<file path="src/hw/rtl/cevp_pkg.sv">
package cevp_pkg;

    // Sensor period handling
    localparam int PERIOD_W    = 16;               // field width on the bus
    localparam int PERIOD_BITS = 16;               // low bits of each period that are used
    localparam int SUM_W       = PERIOD_BITS + 2;  // p0 + p1 + p2
    localparam int WSUM_W      = PERIOD_BITS + 2;  // p1 + 2*p2
    localparam int NUM_W       = PERIOD_BITS + 12; // 1000 * (p1 + 2*p2)
    localparam int CENTER_WEIGHT = 1000;

    // Shared divider
    localparam int DIV_W = (NUM_W > 22) ? NUM_W : 22;
    localparam int QUO_W = 14;
    localparam int CNT_W = 4;

    // Quotient bit counts per division
    localparam int CEN_QBITS  = 11;
    localparam int D_QBITS    = 12;
    localparam int HALF_QBITS = 11;
    localparam int DD_QBITS   = 14;

    // Control law widths
    localparam int POS_W  = 11;
    localparam int DIVR_W = 8;
    localparam int LIM_W  = 15;
    localparam int ERR_W  = 12;
    localparam int D_W    = 13;
    localparam int DD_W   = 16;
    localparam int EFF_W  = 16;
    localparam int TOT_W  = 18;

    // Configuration port
    localparam int ADDR_W = 5;
    localparam int DATA_W = 32;
    localparam int IDX_W  = 3;

    localparam logic [IDX_W-1:0] REG_REF   = 3'd0;
    localparam logic [IDX_W-1:0] REG_PROP  = 3'd1;
    localparam logic [IDX_W-1:0] REG_INTEG = 3'd2;
    localparam logic [IDX_W-1:0] REG_DERIV = 3'd3;
    localparam logic [IDX_W-1:0] REG_LIMIT = 3'd4;

    localparam logic [POS_W-1:0]  REF_RESET   = 11'd1000;
    localparam logic [DIVR_W-1:0] DIVR_RESET  = 8'd1;
    localparam logic [LIM_W-1:0]  LIMIT_RESET = 15'd32767;

    // Divider operations
    localparam logic [1:0] OP_CEN   = 2'd0;
    localparam logic [1:0] OP_PROP  = 2'd1;
    localparam logic [1:0] OP_INTEG = 2'd2;
    localparam logic [1:0] OP_DERIV = 2'd3;

    typedef struct packed {
        logic [POS_W-1:0]  ref_position;
        logic [DIVR_W-1:0] prop_divisor;
        logic [DIVR_W-1:0] integ_divisor;
        logic [DIVR_W-1:0] deriv_divisor;
        logic [LIM_W-1:0]  effort_limit;
    } cevp_cfg_t;

    typedef struct packed {
        logic       load;
        logic       div_start;
        logic [1:0] op;
        logic       cen_take;
        logic       acc;
        logic       sat;
        logic       emit;
    } cevp_cmd_t;

    typedef struct packed {
        logic div_done;
        logic zero_sum;
    } cevp_stat_t;

endpackage

</file>
<file path="src/hw/rtl/cevp_div.sv">
module cevp_div (
    input  logic                         aclk,
    input  logic                         aresetn,
    input  logic                         start,
    input  logic [cevp_pkg::DIV_W-1:0]   num,
    input  logic [cevp_pkg::SUM_W-1:0]   den,
    input  logic [cevp_pkg::CNT_W-1:0]   last_bit,
    output logic                         done,
    output logic [cevp_pkg::QUO_W-1:0]   quo
);

    logic [cevp_pkg::DIV_W-1:0] rem_reg;
    logic [cevp_pkg::DIV_W-1:0] den_sh_reg;
    logic [cevp_pkg::QUO_W-1:0] quo_reg;
    logic [cevp_pkg::CNT_W-1:0] cnt_reg;
    logic                       busy_reg;
    logic                       done_reg;
    logic                       fits;

    assign fits = (rem_reg >= den_sh_reg);

    always_ff @(posedge aclk) begin
        if (!aresetn) begin
            busy_reg <= 1'b0;
            done_reg <= 1'b0;
        end else begin
            done_reg <= 1'b0;
            if (start) begin
                busy_reg <= 1'b1;
            end else if (busy_reg && cnt_reg == '0) begin
                busy_reg <= 1'b0;
                done_reg <= 1'b1;
            end
        end
    end

    // One quotient bit per cycle, divisor aligned to the top quotient bit
    always_ff @(posedge aclk) begin
        if (start) begin
            rem_reg    <= num;
            den_sh_reg <= cevp_pkg::DIV_W'(den) << last_bit;
            quo_reg    <= '0;
            cnt_reg    <= last_bit;
        end else if (busy_reg) begin
            if (fits) begin
                rem_reg <= rem_reg - den_sh_reg;
            end
            quo_reg    <= {quo_reg[cevp_pkg::QUO_W-2:0], fits};
            den_sh_reg <= den_sh_reg >> 1;
            cnt_reg    <= cnt_reg - 1'b1;
        end
    end

    assign done = done_reg;
    assign quo  = quo_reg;

endmodule

</file>
<file path="src/hw/rtl/cevp_dp.sv">
module cevp_dp (
    input  logic                            aclk,
    input  logic                            aresetn,
    input  cevp_pkg::cevp_cmd_t             cmd,
    input  cevp_pkg::cevp_cfg_t             cfg,
    input  logic [cevp_pkg::PERIOD_W-1:0]   in_period_0,
    input  logic [cevp_pkg::PERIOD_W-1:0]   in_period_1,
    input  logic [cevp_pkg::PERIOD_W-1:0]   in_period_2,
    input  logic                            in_clear_effort,
    output cevp_pkg::cevp_stat_t            stat,
    output logic [cevp_pkg::EFF_W-1:0]      effort,
    output logic                            zero_sum
);

    function automatic logic [cevp_pkg::DIVR_W-1:0] div_or_one(
        input logic [cevp_pkg::DIVR_W-1:0] x
    );
        return (x == '0) ? cevp_pkg::DIVR_W'(1) : x;
    endfunction

    logic [cevp_pkg::PERIOD_BITS-1:0] p0m, p1m, p2m;
    logic [cevp_pkg::WSUM_W-1:0]      wsum;

    logic [cevp_pkg::SUM_W-1:0]  sum_reg;
    logic [cevp_pkg::NUM_W-1:0]  num_reg;
    logic                        clr_reg;
    logic                        neg_reg;

    logic signed [cevp_pkg::ERR_W-1:0] e0_reg, e1_reg, e2_reg;
    logic signed [cevp_pkg::EFF_W-1:0] prior_reg;
    logic signed [cevp_pkg::TOT_W-1:0] total_reg;

    logic signed [cevp_pkg::D_W-1:0]  d;
    logic        [cevp_pkg::D_W-1:0]  d_mag;
    logic        [cevp_pkg::D_W-1:0]  half_mag;
    logic signed [cevp_pkg::DD_W-1:0] dd2;
    logic        [cevp_pkg::DD_W-1:0] dd_mag;

    logic [cevp_pkg::DIV_W-1:0] div_num;
    logic [cevp_pkg::SUM_W-1:0] div_den;
    logic [cevp_pkg::CNT_W-1:0] div_last;
    logic                       sel_neg;
    logic                       div_done;
    logic [cevp_pkg::QUO_W-1:0] quo;

    logic        [cevp_pkg::POS_W-1:0]  centroid;
    logic signed [cevp_pkg::ERR_W-1:0]  e_new;
    logic signed [cevp_pkg::TOT_W-1:0]  quo_s;
    logic signed [cevp_pkg::TOT_W-1:0]  lim_s;
    logic                               zero_now;

    assign p0m  = in_period_0[cevp_pkg::PERIOD_BITS-1:0];
    assign p1m  = in_period_1[cevp_pkg::PERIOD_BITS-1:0];
    assign p2m  = in_period_2[cevp_pkg::PERIOD_BITS-1:0];
    assign wsum = cevp_pkg::WSUM_W'(p1m) + (cevp_pkg::WSUM_W'(p2m) << 1);

    always_ff @(posedge aclk) begin
        if (cmd.load) begin
            sum_reg <= cevp_pkg::SUM_W'(p0m) + cevp_pkg::SUM_W'(p1m)
                       + cevp_pkg::SUM_W'(p2m);
            num_reg <= cevp_pkg::NUM_W'(wsum)
                       * cevp_pkg::NUM_W'(cevp_pkg::CENTER_WEIGHT);
            clr_reg <= in_clear_effort;
        end
    end

    assign zero_now = (sum_reg == '0);

    // Error differences
    assign d        = cevp_pkg::D_W'(e0_reg) - cevp_pkg::D_W'(e1_reg);
    assign d_mag    = d[cevp_pkg::D_W-1] ? cevp_pkg::D_W'(-d) : cevp_pkg::D_W'(d);
    assign half_mag = d_mag >> 1;
    assign dd2      = (cevp_pkg::DD_W'(e0_reg) <<< 1) - (cevp_pkg::DD_W'(e1_reg) <<< 2)
                      + (cevp_pkg::DD_W'(e2_reg) <<< 1);
    assign dd_mag   = dd2[cevp_pkg::DD_W-1] ? cevp_pkg::DD_W'(-dd2)
                                            : cevp_pkg::DD_W'(dd2);

    always_comb begin
        case (cmd.op)
            cevp_pkg::OP_CEN: begin
                div_num  = cevp_pkg::DIV_W'(num_reg);
                div_den  = sum_reg;
                div_last = cevp_pkg::CNT_W'(cevp_pkg::CEN_QBITS - 1);
                sel_neg  = 1'b0;
            end
            cevp_pkg::OP_PROP: begin
                div_num  = cevp_pkg::DIV_W'(d_mag);
                div_den  = cevp_pkg::SUM_W'(div_or_one(cfg.prop_divisor));
                div_last = cevp_pkg::CNT_W'(cevp_pkg::D_QBITS - 1);
                sel_neg  = d[cevp_pkg::D_W-1];
            end
            cevp_pkg::OP_INTEG: begin
                div_num  = cevp_pkg::DIV_W'(half_mag);
                div_den  = cevp_pkg::SUM_W'(div_or_one(cfg.integ_divisor));
                div_last = cevp_pkg::CNT_W'(cevp_pkg::HALF_QBITS - 1);
                sel_neg  = d[cevp_pkg::D_W-1];
            end
            default: begin
                div_num  = cevp_pkg::DIV_W'(dd_mag);
                div_den  = cevp_pkg::SUM_W'(div_or_one(cfg.deriv_divisor));
                div_last = cevp_pkg::CNT_W'(cevp_pkg::DD_QBITS - 1);
                sel_neg  = dd2[cevp_pkg::DD_W-1];
            end
        endcase
    end

    cevp_div u_div (
        .aclk     (aclk),
        .aresetn  (aresetn),
        .start    (cmd.div_start),
        .num      (div_num),
        .den      (div_den),
        .last_bit (div_last),
        .done     (div_done),
        .quo      (quo)
    );

    assign centroid = zero_now ? '0 : quo[cevp_pkg::POS_W-1:0];
    assign e_new    = cevp_pkg::ERR_W'({1'b0, centroid})
                      - cevp_pkg::ERR_W'({1'b0, cfg.ref_position});
    assign quo_s    = neg_reg ? -cevp_pkg::TOT_W'(quo) : cevp_pkg::TOT_W'(quo);
    assign lim_s    = cevp_pkg::TOT_W'(cfg.effort_limit);

    always_ff @(posedge aclk) begin
        if (cmd.div_start) begin
            neg_reg <= sel_neg;
        end
    end

    always_ff @(posedge aclk) begin
        if (!aresetn) begin
            e0_reg    <= '0;
            e1_reg    <= '0;
            e2_reg    <= '0;
            prior_reg <= '0;
            total_reg <= '0;
        end else begin
            if (cmd.cen_take) begin
                e2_reg    <= e1_reg;
                e1_reg    <= e0_reg;
                e0_reg    <= e_new;
                total_reg <= clr_reg ? '0 : cevp_pkg::TOT_W'(prior_reg);
            end else if (cmd.acc) begin
                total_reg <= total_reg + quo_s;
            end
            // Saturate the new effort and keep it
            if (cmd.sat) begin
                if (total_reg > lim_s) begin
                    prior_reg <= lim_s[cevp_pkg::EFF_W-1:0];
                end else if (total_reg < -lim_s) begin
                    prior_reg <= cevp_pkg::EFF_W'(-lim_s);
                end else begin
                    prior_reg <= total_reg[cevp_pkg::EFF_W-1:0];
                end
            end
        end
    end

    assign stat.div_done = div_done;
    assign stat.zero_sum = zero_now;
    assign effort        = prior_reg;
    assign zero_sum      = zero_now;

endmodule

</file>
<file path="src/hw/rtl/cevp_ctrl.sv">
module cevp_ctrl (
    input  logic                  aclk,
    input  logic                  aresetn,
    input  logic                  in_valid,
    input  logic                  out_free,
    input  cevp_pkg::cevp_stat_t  stat,
    output logic                  in_ready,
    output cevp_pkg::cevp_cmd_t   cmd
);

    localparam logic [3:0] S_IDLE     = 4'd0;
    localparam logic [3:0] S_CEN      = 4'd1;
    localparam logic [3:0] S_CEN_WAIT = 4'd2;
    localparam logic [3:0] S_P        = 4'd3;
    localparam logic [3:0] S_P_WAIT   = 4'd4;
    localparam logic [3:0] S_I        = 4'd5;
    localparam logic [3:0] S_I_WAIT   = 4'd6;
    localparam logic [3:0] S_D        = 4'd7;
    localparam logic [3:0] S_D_WAIT   = 4'd8;
    localparam logic [3:0] S_SAT      = 4'd9;
    localparam logic [3:0] S_OUT      = 4'd10;

    logic [3:0] state_reg;
    logic [3:0] state_next;

    always_ff @(posedge aclk) begin
        if (!aresetn) begin
            state_reg <= S_IDLE;
        end else begin
            state_reg <= state_next;
        end
    end

    assign in_ready = (state_reg == S_IDLE);

    always_comb begin
        state_next = state_reg;
        cmd        = '0;
        unique case (state_reg)
            S_IDLE: begin
                if (in_valid) begin
                    cmd.load   = 1'b1;
                    state_next = S_CEN;
                end
            end
            S_CEN: begin
                cmd.op = cevp_pkg::OP_CEN;
                // No divide when all periods are zero
                if (stat.zero_sum) begin
                    cmd.cen_take = 1'b1;
                    state_next   = S_P;
                end else begin
                    cmd.div_start = 1'b1;
                    state_next    = S_CEN_WAIT;
                end
            end
            S_CEN_WAIT: begin
                cmd.op = cevp_pkg::OP_CEN;
                if (stat.div_done) begin
                    cmd.cen_take = 1'b1;
                    state_next   = S_P;
                end
            end
            S_P: begin
                cmd.op        = cevp_pkg::OP_PROP;
                cmd.div_start = 1'b1;
                state_next    = S_P_WAIT;
            end
            S_P_WAIT: begin
                cmd.op = cevp_pkg::OP_PROP;
                if (stat.div_done) begin
                    cmd.acc    = 1'b1;
                    state_next = S_I;
                end
            end
            S_I: begin
                cmd.op        = cevp_pkg::OP_INTEG;
                cmd.div_start = 1'b1;
                state_next    = S_I_WAIT;
            end
            S_I_WAIT: begin
                cmd.op = cevp_pkg::OP_INTEG;
                if (stat.div_done) begin
                    cmd.acc    = 1'b1;
                    state_next = S_D;
                end
            end
            S_D: begin
                cmd.op        = cevp_pkg::OP_DERIV;
                cmd.div_start = 1'b1;
                state_next    = S_D_WAIT;
            end
            S_D_WAIT: begin
                cmd.op = cevp_pkg::OP_DERIV;
                if (stat.div_done) begin
                    cmd.acc    = 1'b1;
                    state_next = S_SAT;
                end
            end
            S_SAT: begin
                cmd.sat    = 1'b1;
                state_next = S_OUT;
            end
            S_OUT: begin
                // Hold until the output register can take the item
                if (out_free) begin
                    cmd.emit   = 1'b1;
                    state_next = S_IDLE;
                end
            end
            default: begin
                state_next = S_IDLE;
            end
        endcase
    end

endmodule

</file>
<file path="src/hw/rtl/centroid_error_velocity_pid_core.sv">
// Channel   Dir  Handshake        Payload
// s_        in   tvalid/tready    tdata: period_0, period_1, period_2; tuser: clear_effort
// m_        out  tvalid/tready    tdata: effort; tuser: zero_sum
// config    in   APB psel/penable ref_position, prop/integ/deriv_divisor, effort_limit
//
// An accepted item is loaded, then passes through four divisions on the single shared
// divider (centroid, proportional, integral, derivative), a saturate step and an emit
// step; the centroid division is skipped when the period sum is zero. The divider
// retires one quotient bit per cycle (11 + 12 + 11 + 14 bits). The next item is
// accepted only after the previous result has been emitted. Reset is synchronous, active
// low, and restores the register defaults, the error history and the kept effort. A new
// item is taken while a result waits in the output register; a stalled m_ side holds
// the block.
module centroid_error_velocity_pid_core (
    input  logic                           aclk,
    input  logic                           aresetn,

    input  logic                           s_tvalid,
    output logic                           s_tready,
    input  logic [47:0]                    s_tdata,   // period_0, period_1, period_2
    input  logic [0:0]                     s_tuser,   // clear_effort

    output logic                           m_tvalid,
    input  logic                           m_tready,
    output logic [15:0]                    m_tdata,   // effort
    output logic [0:0]                     m_tuser,   // zero_sum

    input  logic                           psel,
    input  logic                           penable,
    input  logic                           pwrite,
    input  logic [cevp_pkg::ADDR_W-1:0]    paddr,
    input  logic [cevp_pkg::DATA_W-1:0]    pwdata,
    output logic [cevp_pkg::DATA_W-1:0]    prdata,
    output logic                           pready
);

    cevp_pkg::cevp_cfg_t  cfg_reg;
    cevp_pkg::cevp_cmd_t  cmd;
    cevp_pkg::cevp_stat_t stat;

    logic [cevp_pkg::IDX_W-1:0] reg_idx;
    logic                       cfg_write;
    logic                       out_free;
    logic [cevp_pkg::EFF_W-1:0] effort;
    logic                       zero_sum;

    logic                       m_tvalid_reg;
    logic [cevp_pkg::EFF_W-1:0] m_effort_reg;
    logic                       m_zero_reg;

    assign pready    = 1'b1;
    assign reg_idx   = paddr[cevp_pkg::ADDR_W-1:2];
    assign cfg_write = psel && penable && pwrite && pready;

    always_ff @(posedge aclk) begin
        if (!aresetn) begin
            cfg_reg.ref_position  <= cevp_pkg::REF_RESET;
            cfg_reg.prop_divisor  <= cevp_pkg::DIVR_RESET;
            cfg_reg.integ_divisor <= cevp_pkg::DIVR_RESET;
            cfg_reg.deriv_divisor <= cevp_pkg::DIVR_RESET;
            cfg_reg.effort_limit  <= cevp_pkg::LIMIT_RESET;
        end else if (cfg_write) begin
            unique case (reg_idx)
                cevp_pkg::REG_REF:   cfg_reg.ref_position  <= pwdata[cevp_pkg::POS_W-1:0];
                cevp_pkg::REG_PROP:  cfg_reg.prop_divisor  <= pwdata[cevp_pkg::DIVR_W-1:0];
                cevp_pkg::REG_INTEG: cfg_reg.integ_divisor <= pwdata[cevp_pkg::DIVR_W-1:0];
                cevp_pkg::REG_DERIV: cfg_reg.deriv_divisor <= pwdata[cevp_pkg::DIVR_W-1:0];
                cevp_pkg::REG_LIMIT: cfg_reg.effort_limit  <= pwdata[cevp_pkg::LIM_W-1:0];
                default: begin
                end
            endcase
        end
    end

    always_comb begin
        unique case (reg_idx)
            cevp_pkg::REG_REF:   prdata = cevp_pkg::DATA_W'(cfg_reg.ref_position);
            cevp_pkg::REG_PROP:  prdata = cevp_pkg::DATA_W'(cfg_reg.prop_divisor);
            cevp_pkg::REG_INTEG: prdata = cevp_pkg::DATA_W'(cfg_reg.integ_divisor);
            cevp_pkg::REG_DERIV: prdata = cevp_pkg::DATA_W'(cfg_reg.deriv_divisor);
            cevp_pkg::REG_LIMIT: prdata = cevp_pkg::DATA_W'(cfg_reg.effort_limit);
            default:             prdata = '0;
        endcase
    end

    assign out_free = !m_tvalid_reg || m_tready;

    cevp_ctrl u_ctrl (
        .aclk     (aclk),
        .aresetn  (aresetn),
        .in_valid (s_tvalid),
        .out_free (out_free),
        .stat     (stat),
        .in_ready (s_tready),
        .cmd      (cmd)
    );

    cevp_dp u_dp (
        .aclk            (aclk),
        .aresetn         (aresetn),
        .cmd             (cmd),
        .cfg             (cfg_reg),
        .in_period_0     (s_tdata[15:0]),
        .in_period_1     (s_tdata[31:16]),
        .in_period_2     (s_tdata[47:32]),
        .in_clear_effort (s_tuser[0]),
        .stat            (stat),
        .effort          (effort),
        .zero_sum        (zero_sum)
    );

    always_ff @(posedge aclk) begin
        if (!aresetn) begin
            m_tvalid_reg <= 1'b0;
        end else if (cmd.emit) begin
            m_tvalid_reg <= 1'b1;
        end else if (m_tready) begin
            m_tvalid_reg <= 1'b0;
        end
    end

    always_ff @(posedge aclk) begin
        if (cmd.emit) begin
            m_effort_reg <= effort;
            m_zero_reg   <= zero_sum;
        end
    end

    assign m_tvalid   = m_tvalid_reg;
    assign m_tdata    = m_effort_reg;
    assign m_tuser[0] = m_zero_reg;

endmodule

</file>
<file path="config.mk">
export PLATFORM = sky130hd
export DESIGN_NAME = centroid_error_velocity_pid_core
export DESIGN_NICKNAME = d
export VERILOG_FILES = /design/src/hw/rtl/cevp_pkg.sv /design/src/hw/rtl/cevp_div.sv /design/src/hw/rtl/cevp_dp.sv /design/src/hw/rtl/cevp_ctrl.sv /design/src/hw/rtl/centroid_error_velocity_pid_core.sv
export SDC_FILE = /design/constraint.sdc
export NUM_CORES = 1
export LEC_CHECK = 0
export BUFFER_PORTS_ARGS = -buffer_cell sky130_fd_sc_hd__buf_2
export CAP_MARGIN = 20
export CORE_ASPECT_RATIO = 1.4
export CORE_MARGIN = 2
export CORE_UTILIZATION = 25
export DETAILED_ROUTE_END_ITERATION = 6
export PLACE_DENSITY = 0.44
export SLEW_MARGIN = 10
export SYNTH_ARGS = -nofsm -noshare
export SYNTH_HDL_FRONTEND = slang
export SYNTH_SLANG_ARGS = --single-unit
</file>
<file path="constraint.sdc">
create_clock -name aclk -period 10.6 [get_ports aclk]
set_clock_uncertainty 0.15 [all_clocks]
set_input_delay 0.53 -clock aclk [delete_from_list [all_inputs] [get_ports aclk]]
set_output_delay 0.53 -clock aclk [all_outputs]
set_load 0.1 [all_outputs]
</file>
==> flow_summary.json, run 1 <==
{
  "status": "complete, but fails checks",
  "violations": "DRC",
  "track_usage": 0.145,
  "grt_max_degree": 80,
  "vias": 18663,
  "synth_edf_count": 122,
  "clk_latency_ns": 0.60,
  "cts_hold_buf": 5,
  "end_kind": "flop",
  "rows": 130,
  "yosys.area.top_type_share": 0.163,
  "h-tree-depth": 1,
  "period_share": 0.628,
  "syn_area_sq_um": 22500,
  "fmax_ghz": 0.150,
  "grt_pass1_vias": 18967,
  "p_leak_nw": 10.6,
  "totalWireLength_um": 68200,
  "finalHoldViolations": 0,
  "grt_use_met2": 0.279,
  "fin_tns_setup_ns": 0,
  "vias_per_cell": 4.78,
  "largest_register_ffs": 50,
  "hold_ws_ns": 0.0432,
  "cp.arrival_ns": 6.85,
  "yosysSeqAreaShare": 0.288,
  "rsz0062_at_grt": "no",
  "die_area_sq_um": 92500,
  "grt_overflow": 0,
  "area_delta_synth_final_pct": 12.6,
  "die_w_um": 258,
  "clkSinkCount": 263,
  "p_per_area_nw_per_um2": 283,
  "numCtsBuffers": 31,
  "fin_crit_ns": 6.65,
  "met3_usage": 0.0151,
  "clk_path_buf_depth": 3,
  "ios": 145,
  "n_fill_cell": 9832,
  "nets": 3082,
  "synth_area_leaders": "edfxtp_1 16%, dfxtp_1 13%, ha_1 12%, fa_1 6.6%, xnor2_1 4.8%",
  "slew_headroom": 0.310,
  "setup_viol": 0,
  "drv_cap": 0,
  "grt_pass1_wl_um": 107000,
  "ir_drop_uv": 287,
  "worstMarginPinSlew_ns": 1.03,
  "ant_nets": 0,
  "drv_slew": 0,
  "path_clk_slew_ns": 0.06,
  "cts_root_buffer": "clkbuf_16",
  "port_buffers": 107,
  "dpl.hpwl_um": 54100,
  "start_util": 0.252,
  "cts_tree": "yes",
  "crit_fanout": 5,
  "critical_path_class": "primary input to flop",
  "dr.first_iter.drc_count": 922,
  "drtPass1Iterations": 7,
  "ys_ff_latch": 263,
  "syn_area_per_cell_sq_um": 8.59,
  "synth.distinct_cells": 85,
  "post-route-drc-count": 2,
  "netlist_top_cells_count": "278 x inv_1, 245 x nand2_1, 224 x ha_1",
  "top_usage_layer": "met2",
  "gp_congestion": 0.828,
  "wl_per_cell_um": 17.5,
  "drive_gt1_frac": 0.0848,
  "postLayoutCoreUtil": 0.283,
  "hold_class": "primary input to flop",
  "cts-resized-gates": 0,
  "ys.flop_type": "dfxtp_1",
  "dieHeight_um": 359,
  "synth_top_cell_by_area": "edfxtp_1",
  "synthCells": 2622,
  "synthArstFlopShare": 0,
  "synth_warnings": 0,
  "antenna_found_initial": 3,
  "postCtsSetupBuffers": 0,
  "grtUsageMet1": 0.160,
  "start_kind": "primary input",
  "required_ns": 10.80,
  "synth_most_common_cell": "inv_1",
  "power_mw": 7.17,
  "fp.coreArea_sq_um": 89500
}
-- worst max-delay path: stages --
cell and delay [ns]:
buf_2 0.15, ha_1 0.19, inv_1 0.05, fa_1 0.39, inv_1 0.07, a21oi_1 0.06, o21bai_1 0.20, a21o_1 0.17
a31o_2 0.19, a21oi_1 0.08, xnor2_1 0.37, inv_1 0.21, xnor2_1 0.36, inv_1 0.11, fa_1 0.57, fa_1 0.44
fa_1 0.51, inv_1 0.04, ha_1 0.35, o21a_1 0.13, nor3_1 0.22, o31ai_1 0.15, a2111oi_0 0.60, or2_2 0.25
o311ai_0 0.16, a21oi_1 0.21, xnor2_1 0.08
-- layout by cell type (no fill, tap or decap), types with 31 or more instances in the layout --
master,n
inv_1,277
a21oi_1,175
mux2i_1,70
clkbuf_16,31
o211ai_1,39
o21ai_0,134
edfxtp_1,122
o21a_1,31
buf_2,107
nand2_1,245
nand3_1,67
a21o_1,55
xor2_1,46
nor3_1,45
nor2b_1,36
dfxtp_1,141
nor2_1,193
xnor2_1,124
ha_1,224
fa_1,74
-- report_power, final --
part	switching, mW	internal, mW
combinational	2.54	1.95
clock	0.471	0.606
sequential	0.0904	1.51
-- final cells by class --
type	instances	area, sq um	share of cell area
diodes	1	2.50	0.0000987
clock buffers	37	828	0.0327
clock inverters	18	169	0.00666
inverters	280	1050	0.0415
multi-input cells	1982	14600	0.575
flip-flops and latches	263	6490	0.256
well taps	1188	1490	0.0586
repair buffers	133	743	0.0293
-- kinds of logic after synthesis --
family,share of synthesized area
AOI/OAI and AO/OA,0.192
xor gates and xnor gates,0.0661
adders and majority gates,0.191
buffers and inverters,0.0688
DFF,0.288
muxes,0.0376
other,0.000334
and+or+nand+nor,0.156
-- metal layers --
metal / vias to the layer above / wire length [um] / part of all wire
li1: 9412 / - / -
met1: 8868 / 27800 / 0.41
met2: 285 / 35800 / 0.53
met3: 94 / 2070 / 0.030
met4: 4 / 2510 / 0.037
met5: - / 23 / 0.00034
-- metrics by stage --
step | cell area, sq um | std cells | worst slack, ns
2_1_floorplan | 22600 | 2638 | 4.11
3_3_place_gp | 24300 | 3840 | 3.10
3_5_place_dp | 24300 | 3840 | 3.05
4_1_cts | 25300 | 3900 | 3.68
5_1_grt | 25400 | 3902 | 3.33
6_report | 25400 | 3902 | 3.95
-- final timing paths --
| kind | depth (start not counted) | to | slack (ns) | from |
|---|---|---|---|---|
| setup / recovery | 27 | u_dp.num_reg[27] | 3.95 | s_tdata[17] |
| hold / removal | 3 | cfg_reg[9] | 0.04 | pwdata[9] |
| setup reg to reg | 11 | u_dp.u_div.rem_reg[12] | 6.01 | u_dp.e0_reg[1] |
| hold reg to reg | 2 | u_dp.e2_reg[3] | 0.30 | u_dp.e2_reg[3] |
No activity file was read; power rests on OpenSTA's default activity.
==> run 2: changes to the inputs <==
PLACE_DENSITY = 0.45   (was 0.44)
clock period = 5.5 ns   (was 10.6 ns; I/O delays follow)
==> run 2 against run 1 <==
Compared with the run above:
- total power rose by 130%
- the flow now finishes without violations
- critical endpoint unchanged
- largest power group unchanged
- hold slack improved by 0.0079 ns
- global-route usage barely moved
- setup slack got worse by 3.8 ns
- sequential power rose by 93%
==> flow_summary.json, run 2 (synthesis gave the netlist of run 1 again) <==
{
  "area_delta_synth_final_pct": 19.5,
  "crit_slowest_cell": "fa_1",
  "grt_max_degree": 80,
  "p_leak_nw": 11.4,
  "vias": 19196,
  "die_area_sq_um": 92500,
  "grt_pass1_vias": 19518,
  "largest_register_ffs": 50,
  "rsz0062_at_grt": "yes",
  "r2r_end": "u_dp.u_div.rem_reg[12]",
  "whs_endpoint": "cfg_reg[31]",
  "clkSinkCount": 263,
  "vias_per_cell": 4.74,
  "cts_tree": "yes",
  "status": "finished clean",
  "final_common_cell": "inv_1",
  "reg2reg_from": "u_dp.e1_reg[0]",
  "grt_overflow": 0,
  "ir_drop_uv": 558,
  "rows": 130,
  "critical_path.top_delay_family": "adder cells",
  "h-tree-depth": 1,
  "hold_start": "aresetn",
  "port_buffers": 107,
  "die_w_um": 258,
  "start_util": 0.252,
  "fin_tns_setup_ns": 0,
  "fmax_ghz": 0.186,
  "start_kind": "primary input",
  "antenna_found_initial": 2,
  "setup_viol": 0,
  "totalWireLength_um": 67800,
  "max_stage_delay_ns": 0.60,
  "most-common-layout-cells": "268 x inv_1, 244 x nand2_1, 210 x ha_1",
  "grt_pass1_wl_um": 107000,
  "fp.coreArea_sq_um": 89500,
  "path_buf_inv": 6,
  "dieHeight_um": 359,
  "post-route-drc-count": 0,
  "cp.arrival_ns": 5.56,
  "end_kind": "flop",
  "ios": 145,
  "period_share": 0.979,
  "wl_per_cell_um": 16.7,
  "min_path_cells": 3,
  "drv_slew": 0,
  "drv_cap": 0,
  "gp_congestion": 0.847,
  "fin_crit_ns": 5.39,
  "worstMarginPinSlew_ns": 0.980,
  "dpl.hpwl_um": 54400,
  "clk_latency_ns": 0.61,
  "r2r_cells": 12,
  "p_per_area_nw_per_um2": 622,
  "worst-r2r-setup-slack_ns": 0.95,
  "drtPass1Iterations": 5,
  "ant_nets": 0,
  "cp_num_cells": 28,
  "track_usage": 0.144,
  "hold_ws_ns": 0.0511,
  "path_clk_slew_ns": 0.06,
  "critical_path_class": "primary input to flop",
  "hold_class": "primary input to flop",
  "drive_gt1_frac": 0.144,
  "numCtsBuffers": 30,
  "postLayoutCoreUtil": 0.301,
  "crit_fanout": 3,
  "clk_path_buf_depth": 3,
  "finalHoldViolations": 0,
  "slew_headroom": 0.347,
  "nets": 3226,
  "cts_root_buffer": "clkbuf_16",
  "dr.first_iter.drc_count": 872,
  "required_ns": 5.67
}
run 2: report_power, final:
group          switching [mW]  internal (mW)
Sequential              0.177           2.92
Clock                   0.876           1.09
Combinational            5.85           5.81
run 2: worst min-delay path, stage by stage:
cell and delay, ns:
buf_2 0.09, buf_4 0.29, nand2_1 0.11
run 2: how the worst max path moves through the flow:
stage,slack [ns],start,to
after floorplan,-0.11,s_tdata[17],u_dp.num_reg[27]
after global placement,-0.50,s_tdata[17],u_dp.num_reg[26]
after detailed placement,-0.51,s_tdata[17],u_dp.num_reg[26]
after CTS,0.09,s_tdata[17],u_dp.num_reg[27]
after global routing,-0.13,s_tdata[32],u_dp.num_reg[27]
final,0.11,s_tdata[32],u_dp.num_reg[27]
run 2: metal layers:
layer | part of all wire | GRT usage | wire (um)
met2 | 0.54 | 0.282 | 36600
met4 | 0.027 | 0.0380 | 1820
met5 | 0.00018 | 0 | 12
met1 | 0.41 | 0.165 | 27600
met3 | 0.025 | 0.0120 | 1700
run 2: final cells by class:
| cell class | count | area, sq um |
|---|---|---|
| antenna | 1 | 2.50 |
| clock buffer | 38 | 812 |
| clock inverter | 18 | 143 |
| fill | 9698 | 62600 |
| inverter | 280 | 1050 |
| multi-input combinational | 1982 | 15000 |
| sequential | 263 | 6490 |
| tap | 1188 | 1490 |
| timing repair buffer | 278 | 1890 |
run 2: through the flow:
step	area (sq um)	power (mW)	cells	setup slack, ns
after detailed placement	25500	14.6	3964	-0.509
after global placement	25500	14.5	3964	-0.498
after floorplan	22900	11.0	2638	-0.114
final	26900	16.7	4048	0.114
after CTS	26700	16.6	4042	0.0901
after global routing	26900	18.5	4048	-0.127
run 2: timing repair:
action | 4_1_cts | 5_1_grt
hold buffers | 22 | 0
setup buffers | 0 | 6
setup endpoints to repair | 0 | 7
gates resized for setup | 0 | 30
hold endpoints to repair | 56 | 0
